File: src/rtl/vdm_pkg.sv
package vdm_pkg;

    // Widths of the fields on the ports.
    localparam int unsigned ELEM_W      = 16;
    localparam int unsigned ABS_W       = 26;
    localparam int unsigned SQ_W        = 42;
    localparam int unsigned ROOT_W      = 21;
    localparam int unsigned DIFF_W      = 16;
    localparam int unsigned PROD_W      = 2 * DIFF_W;
    localparam int unsigned S_TDATA_W   = 32;
    localparam int unsigned M_TDATA_W   = 64;

    // Square root unit: one result bit per step, two operand bits per step.
    localparam int unsigned SQRT_STEPS  = SQ_W / 2;
    localparam int unsigned REM_W       = ROOT_W + 1;
    localparam int unsigned STEP_CNT_W  = $clog2(SQRT_STEPS);

    typedef enum logic [1:0] {
        S_ACCUM,
        S_FINAL,
        S_ROOT,
        S_HOLD
    } t_state;

    // Commands from the controller to the datapath.
    typedef struct packed {
        logic start_root;
        logic load_out;
    } t_cmd;

    // Status from the datapath to the controller.
    typedef struct packed {
        logic root_done;
        logic out_free;
    } t_sts;

endpackage

File: src/rtl/vdm_sqrt.sv
module vdm_sqrt
    import vdm_pkg::*;
(
    input  logic              i_clk,
    input  logic              i_rst_n,
    input  logic              i_start,
    input  logic [SQ_W-1:0]   i_radicand,
    output logic              o_done,
    output logic [ROOT_W-1:0] o_root
);

    logic [SQ_W-1:0]       r_rad,   n_rad;
    logic [REM_W-1:0]      r_rem,   n_rem;
    logic [ROOT_W-1:0]     r_root,  n_root;
    logic [STEP_CNT_W-1:0] r_count, n_count;
    logic                  r_busy,  n_busy;
    logic                  r_done,  n_done;

    logic [REM_W+1:0]      rem_sh;
    logic [REM_W+1:0]      trial;

    // Restoring digit recurrence: bring down two radicand bits, try root*4+1.
    always_comb begin
        rem_sh  = {r_rem, r_rad[SQ_W-1 -: 2]};
        trial   = {1'b0, r_root, 2'b01};
        n_rad   = r_rad;
        n_rem   = r_rem;
        n_root  = r_root;
        n_count = r_count;
        n_busy  = r_busy;
        n_done  = 1'b0;
        if (i_start) begin
            n_rad   = i_radicand;
            n_rem   = '0;
            n_root  = '0;
            n_count = STEP_CNT_W'(SQRT_STEPS - 1);
            n_busy  = 1'b1;
        end else if (r_busy) begin
            n_rad = {r_rad[SQ_W-3:0], 2'b00};
            if (rem_sh >= trial) begin
                n_rem  = REM_W'(rem_sh - trial);
                n_root = {r_root[ROOT_W-2:0], 1'b1};
            end else begin
                n_rem  = rem_sh[REM_W-1:0];
                n_root = {r_root[ROOT_W-2:0], 1'b0};
            end
            if (r_count == '0) begin
                n_busy = 1'b0;
                n_done = 1'b1;
            end else begin
                n_count = r_count - 1'b1;
            end
        end
    end

    always_ff @(posedge i_clk) begin
        if (!i_rst_n) begin
            r_busy <= 1'b0;
            r_done <= 1'b0;
        end else begin
            r_busy <= n_busy;
            r_done <= n_done;
        end
        r_rad   <= n_rad;
        r_rem   <= n_rem;
        r_root  <= n_root;
        r_count <= n_count;
    end

    assign o_done = r_done;
    assign o_root = r_root;

    a_start_busy: assert property (@(posedge i_clk) disable iff (!i_rst_n)
        i_start |=> r_busy)
        else $error("square root did not start");

    a_done_ends_busy: assert property (@(posedge i_clk) disable iff (!i_rst_n)
        r_done |-> !r_busy)
        else $error("square root done while still busy");

endmodule

File: src/rtl/vdm_datapath.sv
module vdm_datapath
    import vdm_pkg::*;
#(
    parameter int unsigned MAX_LENGTH = 1024
) (
    input  logic              i_clk,
    input  logic              i_rst_n,
    input  logic              i_accept,
    input  logic [ELEM_W-1:0] i_first_value,
    input  logic [ELEM_W-1:0] i_second_value,
    input  logic              i_last_element,
    input  t_cmd              i_cmd,
    output t_sts              o_sts,
    input  logic              i_out_ready,
    output logic              o_out_valid,
    output logic [ABS_W-1:0]  o_manhattan_distance,
    output logic [ROOT_W-1:0] o_euclidean_distance,
    output logic [DIFF_W-1:0] o_chebyshev_distance,
    output logic              o_saturated
);

    localparam int unsigned CNT_W = $clog2(MAX_LENGTH + 1);
    localparam logic [63:0] ABS_LIM   = 64'(MAX_LENGTH) * 64'd65535;
    localparam logic [63:0] SQ_LIM    = 64'(MAX_LENGTH) * 64'd65535 * 64'd65535;
    localparam logic [63:0] ABS_FULL  = (64'd1 << ABS_W) - 64'd1;
    localparam logic [63:0] SQ_FULL   = (64'd1 << SQ_W) - 64'd1;
    localparam logic [63:0] ABS_CAP64 = (ABS_LIM < ABS_FULL) ? ABS_LIM : ABS_FULL;
    localparam logic [63:0] SQ_CAP64  = (SQ_LIM < SQ_FULL) ? SQ_LIM : SQ_FULL;
    localparam logic [ABS_W-1:0] ABS_CAP = ABS_CAP64[ABS_W-1:0];
    localparam logic [SQ_W-1:0]  SQ_CAP  = SQ_CAP64[SQ_W-1:0];
    localparam logic [CNT_W-1:0] LEN_MAX = CNT_W'(MAX_LENGTH);

    // Stage one: difference, magnitude and square.
    logic signed [ELEM_W:0] diff;
    logic [ELEM_W:0]        diff_mag;
    logic [DIFF_W-1:0]      abs_diff;
    logic [PROD_W-1:0]      square;

    logic                   r_s1_valid;
    logic                   r_s1_last;
    logic [DIFF_W-1:0]      r_s1_abs;
    logic [PROD_W-1:0]      r_s1_sq;

    always_comb begin
        diff     = $signed({i_first_value[ELEM_W-1], i_first_value})
                 - $signed({i_second_value[ELEM_W-1], i_second_value});
        diff_mag = diff[ELEM_W] ? (ELEM_W+1)'(-diff) : diff;
        abs_diff = diff_mag[DIFF_W-1:0];
        square   = abs_diff * abs_diff;
    end

    always_ff @(posedge i_clk) begin
        if (!i_rst_n) begin
            r_s1_valid <= 1'b0;
        end else begin
            r_s1_valid <= i_accept;
        end
        if (i_accept) begin
            r_s1_last <= i_last_element;
            r_s1_abs  <= abs_diff;
            r_s1_sq   <= square;
        end
    end

    // Stage two: saturating accumulators.
    logic [ABS_W-1:0]  r_abs_sum, n_abs_sum;
    logic [SQ_W-1:0]   r_sq_sum,  n_sq_sum;
    logic [DIFF_W-1:0] r_max,     n_max;
    logic [CNT_W-1:0]  r_count,   n_count;
    logic              r_ovf,     n_ovf;
    logic [ABS_W:0]    abs_add;
    logic [SQ_W:0]     sq_add;
    logic              vec_end;

    always_comb begin
        abs_add   = {1'b0, r_abs_sum} + (ABS_W+1)'(r_s1_abs);
        sq_add    = {1'b0, r_sq_sum} + (SQ_W+1)'(r_s1_sq);
        n_abs_sum = r_abs_sum;
        n_sq_sum  = r_sq_sum;
        n_max     = r_max;
        n_count   = r_count;
        n_ovf     = r_ovf;
        if (r_s1_valid) begin
            if (r_count >= LEN_MAX) begin
                n_ovf = 1'b1;
            end else begin
                n_count = r_count + 1'b1;
            end
            if (r_abs_sum >= ABS_CAP || abs_add > {1'b0, ABS_CAP}) begin
                n_abs_sum = ABS_CAP;
                n_ovf     = 1'b1;
            end else begin
                n_abs_sum = abs_add[ABS_W-1:0];
            end
            if (r_sq_sum >= SQ_CAP || sq_add > {1'b0, SQ_CAP}) begin
                n_sq_sum = SQ_CAP;
                n_ovf    = 1'b1;
            end else begin
                n_sq_sum = sq_add[SQ_W-1:0];
            end
            if (r_s1_abs > r_max) begin
                n_max = r_s1_abs;
            end
        end
    end

    assign vec_end = r_s1_valid && r_s1_last;

    always_ff @(posedge i_clk) begin
        if (!i_rst_n || vec_end) begin
            r_abs_sum <= '0;
            r_sq_sum  <= '0;
            r_max     <= '0;
            r_count   <= '0;
            r_ovf     <= 1'b0;
        end else begin
            r_abs_sum <= n_abs_sum;
            r_sq_sum  <= n_sq_sum;
            r_max     <= n_max;
            r_count   <= n_count;
            r_ovf     <= n_ovf;
        end
    end

    // Final sums of a vector wait here while the root is worked out.
    logic [ABS_W-1:0]  r_res_abs;
    logic [DIFF_W-1:0] r_res_max;
    logic              r_res_ovf;
    logic              root_done;
    logic [ROOT_W-1:0] root;

    always_ff @(posedge i_clk) begin
        if (vec_end) begin
            r_res_abs <= n_abs_sum;
            r_res_max <= n_max;
            r_res_ovf <= n_ovf;
        end
    end

    vdm_sqrt u_sqrt (
        .i_clk      (i_clk),
        .i_rst_n    (i_rst_n),
        .i_start    (i_cmd.start_root),
        .i_radicand (n_sq_sum),
        .o_done     (root_done),
        .o_root     (root)
    );

    // Output register.
    logic              r_out_valid;
    logic [ABS_W-1:0]  r_out_abs;
    logic [ROOT_W-1:0] r_out_root;
    logic [DIFF_W-1:0] r_out_max;
    logic              r_out_ovf;

    always_ff @(posedge i_clk) begin
        if (!i_rst_n) begin
            r_out_valid <= 1'b0;
        end else if (i_cmd.load_out) begin
            r_out_valid <= 1'b1;
        end else if (i_out_ready) begin
            r_out_valid <= 1'b0;
        end
        if (i_cmd.load_out) begin
            r_out_abs  <= r_res_abs;
            r_out_root <= root;
            r_out_max  <= r_res_max;
            r_out_ovf  <= r_res_ovf;
        end
    end

    assign o_sts.root_done     = root_done;
    assign o_sts.out_free      = !r_out_valid || i_out_ready;
    assign o_out_valid          = r_out_valid;
    assign o_manhattan_distance = r_out_abs;
    assign o_euclidean_distance = r_out_root;
    assign o_chebyshev_distance = r_out_max;
    assign o_saturated          = r_out_ovf;

    a_clear_after_end: assert property (@(posedge i_clk) disable iff (!i_rst_n)
        vec_end |=> (r_abs_sum == '0 && r_sq_sum == '0 && r_count == '0 && !r_ovf))
        else $error("accumulators not cleared after final pair");

    a_abs_bounded: assert property (@(posedge i_clk) disable iff (!i_rst_n)
        r_abs_sum <= ABS_CAP && r_sq_sum <= SQ_CAP)
        else $error("accumulator above its saturation limit");

endmodule

File: src/rtl/vdm_ctrl.sv
module vdm_ctrl
    import vdm_pkg::*;
(
    input  logic i_clk,
    input  logic i_rst_n,
    input  logic i_valid,
    input  logic i_last,
    input  t_sts i_sts,
    output logic o_ready,
    output t_cmd o_cmd
);

    t_state r_state, n_state;

    always_comb begin
        n_state = r_state;
        case (r_state)
            S_ACCUM: begin
                if (i_valid && i_last) begin
                    n_state = S_FINAL;
                end
            end
            S_FINAL: begin
                n_state = S_ROOT;
            end
            S_ROOT: begin
                if (i_sts.root_done) begin
                    n_state = i_sts.out_free ? S_ACCUM : S_HOLD;
                end
            end
            S_HOLD: begin
                if (i_sts.out_free) begin
                    n_state = S_ACCUM;
                end
            end
            default: begin
                n_state = S_ACCUM;
            end
        endcase
    end

    always_comb begin
        o_ready          = 1'b0;
        o_cmd.start_root = 1'b0;
        o_cmd.load_out   = 1'b0;
        case (r_state)
            S_ACCUM: begin
                o_ready = 1'b1;
            end
            S_FINAL: begin
                o_cmd.start_root = 1'b1;
            end
            S_ROOT: begin
                o_cmd.load_out = i_sts.root_done && i_sts.out_free;
            end
            S_HOLD: begin
                o_cmd.load_out = i_sts.out_free;
            end
            default: begin
                o_ready = 1'b0;
            end
        endcase
    end

    always_ff @(posedge i_clk) begin
        if (!i_rst_n) begin
            r_state <= S_ACCUM;
        end else begin
            r_state <= n_state;
        end
    end

    a_final_to_root: assert property (@(posedge i_clk) disable iff (!i_rst_n)
        r_state == S_FINAL |=> r_state == S_ROOT)
        else $error("final pair not followed by the root");

    a_done_in_root: assert property (@(posedge i_clk) disable iff (!i_rst_n)
        i_sts.root_done |-> r_state == S_ROOT)
        else $error("root finished outside the root state");

    a_load_resumes: assert property (@(posedge i_clk) disable iff (!i_rst_n)
        o_cmd.load_out |=> r_state == S_ACCUM)
        else $error("result loaded but input not reopened");

endmodule

File: src/rtl/vector_distance_metrics.sv
// Channel   Direction  Data                                         Marker
// s_axis    in         tdata[15:0] first_value, [31:16] second_value tlast = last_element
// m_axis    out        tdata[25:0] manhattan, [46:26] euclidean,     tuser = saturated
//                      [62:47] chebyshev, [63] zero
//
// A request on the input is taken every cycle while a vector streams in. After the
// request marked last, the input closes while the final state finishes the sums and starts
// the root, the bit-serial square root runs, and the result moves into the output
// register. The square root unit works out one root bit per cycle.
// Reset is synchronous and active low; it empties the sums and the output register.
// If the output is stalled, a finished result waits in the root unit and the input
// stays closed until the output register frees up.
module vector_distance_metrics
    import vdm_pkg::*;
#(
    parameter int unsigned MAX_LENGTH = 1024
) (
    input  logic                 i_clk,
    input  logic                 i_rst_n,
    // Input pairs: [15:0] first_value, [31:16] second_value.
    input  logic                 s_axis_tvalid,
    output logic                 s_axis_tready,
    input  logic [S_TDATA_W-1:0] s_axis_tdata,
    input  logic                 s_axis_tlast,
    // Results: [25:0] manhattan_distance, [46:26] euclidean_distance,
    // [62:47] chebyshev_distance, [63] zero.
    output logic                 m_axis_tvalid,
    input  logic                 m_axis_tready,
    output logic [M_TDATA_W-1:0] m_axis_tdata,
    // Result flag: [0] saturated.
    output logic                 m_axis_tuser
);

    t_cmd              cmd;
    t_sts              sts;
    logic              ready;
    logic              accept;
    logic [ABS_W-1:0]  manhattan_distance;
    logic [ROOT_W-1:0] euclidean_distance;
    logic [DIFF_W-1:0] chebyshev_distance;
    logic              saturated;

    // A request is accepted when both sides of the handshake agree.
    assign accept        = s_axis_tvalid && ready;
    assign s_axis_tready = ready;

    vdm_ctrl u_ctrl (
        .i_clk   (i_clk),
        .i_rst_n (i_rst_n),
        .i_valid (s_axis_tvalid),
        .i_last  (s_axis_tlast),
        .i_sts   (sts),
        .o_ready (ready),
        .o_cmd   (cmd)
    );

    vdm_datapath #(
        .MAX_LENGTH (MAX_LENGTH)
    ) u_datapath (
        .i_clk                (i_clk),
        .i_rst_n              (i_rst_n),
        .i_accept             (accept),
        .i_first_value        (s_axis_tdata[ELEM_W-1:0]),
        .i_second_value       (s_axis_tdata[2*ELEM_W-1:ELEM_W]),
        .i_last_element       (s_axis_tlast),
        .i_cmd                (cmd),
        .o_sts                (sts),
        .i_out_ready          (m_axis_tready),
        .o_out_valid          (m_axis_tvalid),
        .o_manhattan_distance (manhattan_distance),
        .o_euclidean_distance (euclidean_distance),
        .o_chebyshev_distance (chebyshev_distance),
        .o_saturated          (saturated)
    );

    // Pack the result fields from the lowest bit up, zero filled to 64 bits.
    assign m_axis_tdata = {1'b0, chebyshev_distance, euclidean_distance, manhattan_distance};
    assign m_axis_tuser = saturated;

    a_no_accept_while_busy: assert property (@(posedge i_clk) disable iff (!i_rst_n)
        (accept && s_axis_tlast) |=> !s_axis_tready)
        else $error("input still open after the final pair");

endmodule
File: config.mk
export PLATFORM = sky130hd
export DESIGN_NAME = vector_distance_metrics
export DESIGN_NICKNAME = d
export VERILOG_FILES = /design/src/rtl/vdm_pkg.sv /design/src/rtl/vdm_sqrt.sv /design/src/rtl/vdm_datapath.sv /design/src/rtl/vdm_ctrl.sv /design/src/rtl/vector_distance_metrics.sv
export SDC_FILE = /design/constraint.sdc
export NUM_CORES = 1
export LEC_CHECK = 0
export BUFFER_PORTS_ARGS = -buffer_cell sky130_fd_sc_hd__clkbuf_2
export CAP_MARGIN = 20
export CELL_PAD_IN_SITES_DETAIL_PLACEMENT = 0
export CELL_PAD_IN_SITES_GLOBAL_PLACEMENT = 1
export CORE_MARGIN = 4
export CORE_UTILIZATION = 40
export DETAILED_ROUTE_END_ITERATION = 12
export PLACE_DENSITY = 0.7
export SLEW_MARGIN = 20
export SYNTH_ARGS = -nofsm -noshare
export SYNTH_HDL_FRONTEND = slang
export SYNTH_SLANG_ARGS = --single-unit
File: constraint.sdc
create_clock -name i_clk -period 12.35 [get_ports i_clk]
set_input_delay 0 -clock i_clk [delete_from_list [all_inputs] [get_ports i_clk]]
set_output_delay 0 -clock i_clk [all_outputs]
set_load 0.03 [all_outputs]
==> out/qor.csv <==
metric;value;unit
run status;completed;
drt pass-1 iters;5;
Total Routing Usage GR;0.180;
WL met2;30000;um
global-route wire length before repair;99400;um
final setup vio count;0;
total gr overflow;0;
I/O Buffers;102;
min cycle time layout;9960;ps
Final Skew;27.5;ps
commonest cells after routing, fill and taps aside;345 x inv_1, 259 x nor2_1, 227 x nand2_1;
Slew headroom;0.234;
synthesized cell area;25400;um^2
Final Cycle Share;0.806;
MaxCap Viol Count;0;
Diodes inserted;0;
htree depth;2;
die area;67700;um^2
RePlAce Congestion;0.877;
asr flop ratio synth;0;
Final TNS setup;0;ps
Seq/Total Area, Yosys;0.349;
routed via count;19000;
WP buf/inv;7;
DR WL/cell;17.0;um
prevailing post-synth register cell;edfxtp_1;
commonest non-fill, non-tap cell in the layout;inv_1;
Crit path required time;12660;ps
CTS Buf Count;38;
CP max stage cell;xor2_1;
CTS max path bufs;3;
core area;63000;um^2
share of layout cells above drive strength 1;0.0897;
routed length on met3;2480;um
max layer used;met5;
area delta synth->final;11.2;%
Mapped Nets;3066;
Die Y;260;um
DP Wirelength;47700;um
remaining antenna violation count;0;
vias in the first global route;19200;
Clock transition at path regs;60;ps
critical setup path kind;in -> reg;
Worst setup EP type;flop;
cts repair resizes;0;
Register Area;8890;um^2
cell type group with the largest total delay on the critical path;adder cells;
clock root buffer;clkbuf_16;
post-synthesis cell count;2659;
M1 WL;28100;um
initial antenna violation count;1;
slowest stage delay, CP;880;ps
fillers;6055;
Hold Crit Class;in -> reg;
clock sink count;346;
Syn. warnings;0;
Initial Util;0.404;
Fin. Hold Viols;0;
area of the multi-input gates;14900;um^2
synthesized area per cell;9.57;um^2
DRC;0;
f_max;100;MHz
Max Fanout on Critical Path;13;
flops & latches, synth;346;
number of synthesized flops with an enable pin;196;
# IOs;104;
CP arrival;10270;ps
Die X-Extent;260;um
largest net degree at the start of global routing;93;
Total Wirelength;61700;um
drt via density;5.25;
site row count;92;
DRT iter0 DRCs;1001;
Clk Latency, worst-skew pair;570;ps
most used cell, CP;fa_1;
Distinct cells, synth;93;
RSZ-0062 raised after global routing;no;
nets;3152;
max-slew violations;0;
Worst-Margin Slew;1140;ps
CTS tree;yes;
Startpoint Class;input port;
## layer usage
metal  global-route usage  vias up
met5                    0        -
met4               0.0376        2
met3               0.0248       71
met2                0.313      349
met1                0.241     9236
li1                     -     9364
## logic make-up after synthesis
kind of cell / share of synthesized area
flops: 0.349
buf+inv: 0.0651
mux: 0.0197
compound gates: 0.150
other cells: 0.000147
fa+ha+maj: 0.231
xor+xnor: 0.0402
simple gates: 0.144
## worst register-to-register path, cell delays in order (launching register included)
cell	delay, ps
edfxtp_1	490
ha_1	230
ha_1	210
a211oi_1	110
o21ai_1	280
nand3_1	310
a211oi_2	480
o21a_1	250
o211ai_1	170
a21oi_1	620
o211a_1	430
a41o_2	510
nor2_4	180
a22oi_1	300
o21ai_0	130
## flip-flops by register name, indices dropped and copies added, names as in the netlist, 2 cells and up
signal	count
u_ctrl.r_state	2
u_datapath.r_res_max	16
u_datapath.u_sqrt.r_rad	42
u_datapath.r_s1_abs	16
u_datapath.r_max	16
u_datapath.o_manhattan_distance	26
u_datapath.u_sqrt.r_count	5
u_datapath.r_res_abs	26
u_datapath.r_s1_sq	30
u_datapath.r_sq_sum	42
u_datapath.u_sqrt.r_rem	22
u_datapath.o_euclidean_distance	21
u_datapath.u_sqrt.o_root	21
u_datapath.o_chebyshev_distance	16
u_datapath.r_abs_sum	26
u_datapath.r_count	11
## worst paths after layout
path,cells past startpoint,from,slack [ps],to
worst max register to register,14,u_datapath.r_s1_abs[0],7380,u_datapath.u_sqrt.r_rad[9]
worst min-delay path,3,s_axis_tdata[17],210,u_datapath.r_s1_abs[1]
worst max-delay path,38,s_axis_tdata[0],2390,u_datapath.r_s1_sq[31]
worst min register to register,0,u_datapath.r_res_abs[16],410,u_datapath.o_manhattan_distance[16]
## Yosys cell counts, types with 6 or more instances
cell type  instances  area share
o22a_1             6      0.0021
nor2b_1           23      0.0057
mux2i_1           32       0.013
and3_1            30      0.0074
clkbuf_1          65      0.0096
a31oi_1           20      0.0049
a21boi_0          10      0.0030
a21oi_1          126       0.025
o21bai_1          14      0.0041
nor2_1           260       0.038
o211ai_1          10      0.0030
a22oi_1            6      0.0018
o21ai_0          112       0.022
mux2_2            16      0.0071
nand4_1           29      0.0071
a21o_1            51       0.015
xor2_1            45       0.015
o31a_1            11      0.0038
ha_1             204        0.10
a2bb2oi_1         16      0.0055
edfxtp_1         196        0.23
o2111ai_1          9      0.0031
o21a_1            38       0.011
clkinv_1           6     0.00089
o31ai_1           15      0.0044
and2_1            54       0.013
o22ai_1            6      0.0015
a22o_1             7      0.0024
inv_1            346       0.051
dfxtp_1          150        0.12
a31o_2             7      0.0024
nand2_1          228       0.034
or3_1             14      0.0034
nand3_1           41      0.0081
nor4_1            12      0.0030
nor3_1            37      0.0073
nand2b_1          12      0.0030
buf_1              9      0.0013
fa_1             166        0.13
and4_1             8      0.0028
a211oi_1          19      0.0056
o21ai_1            8      0.0016
xnor2_1           70       0.024
or2_2              7      0.0017
## through the flow
step,worst slack [ps],util,cells,instance area (um^2),hold slack (ps)
2_1_floorplan,3550,-,2659,25400,98.9
3_3_place_gp,2020,0.427,3545,26900,218
3_5_place_dp,1930,0.427,3545,26900,217
4_1_cts,2510,0.449,3621,28300,160
5_1_grt,1750,0.449,3621,28300,221
6_report,2390,0.449,3621,28300,205
## area by class of cell
type                    instances  share of cell area
multi-input cells            1877               0.528
repair buffers                129              0.0258
flip-flops and latches        346               0.314
inverters                     353              0.0469
clock inverters                23              0.0115
clock buffers                  47              0.0355
well taps                     846              0.0374
## repair_timing
action / in CTS / in global routing
setup buffers: 0 / 0
hold buffers: 6 / 0
endpoints found under the hold margin: 7 / 0
Power is left out: the tool's default activity adds up to more than one toggle a clock period on the data nets, which glitch-free logic cannot reach.
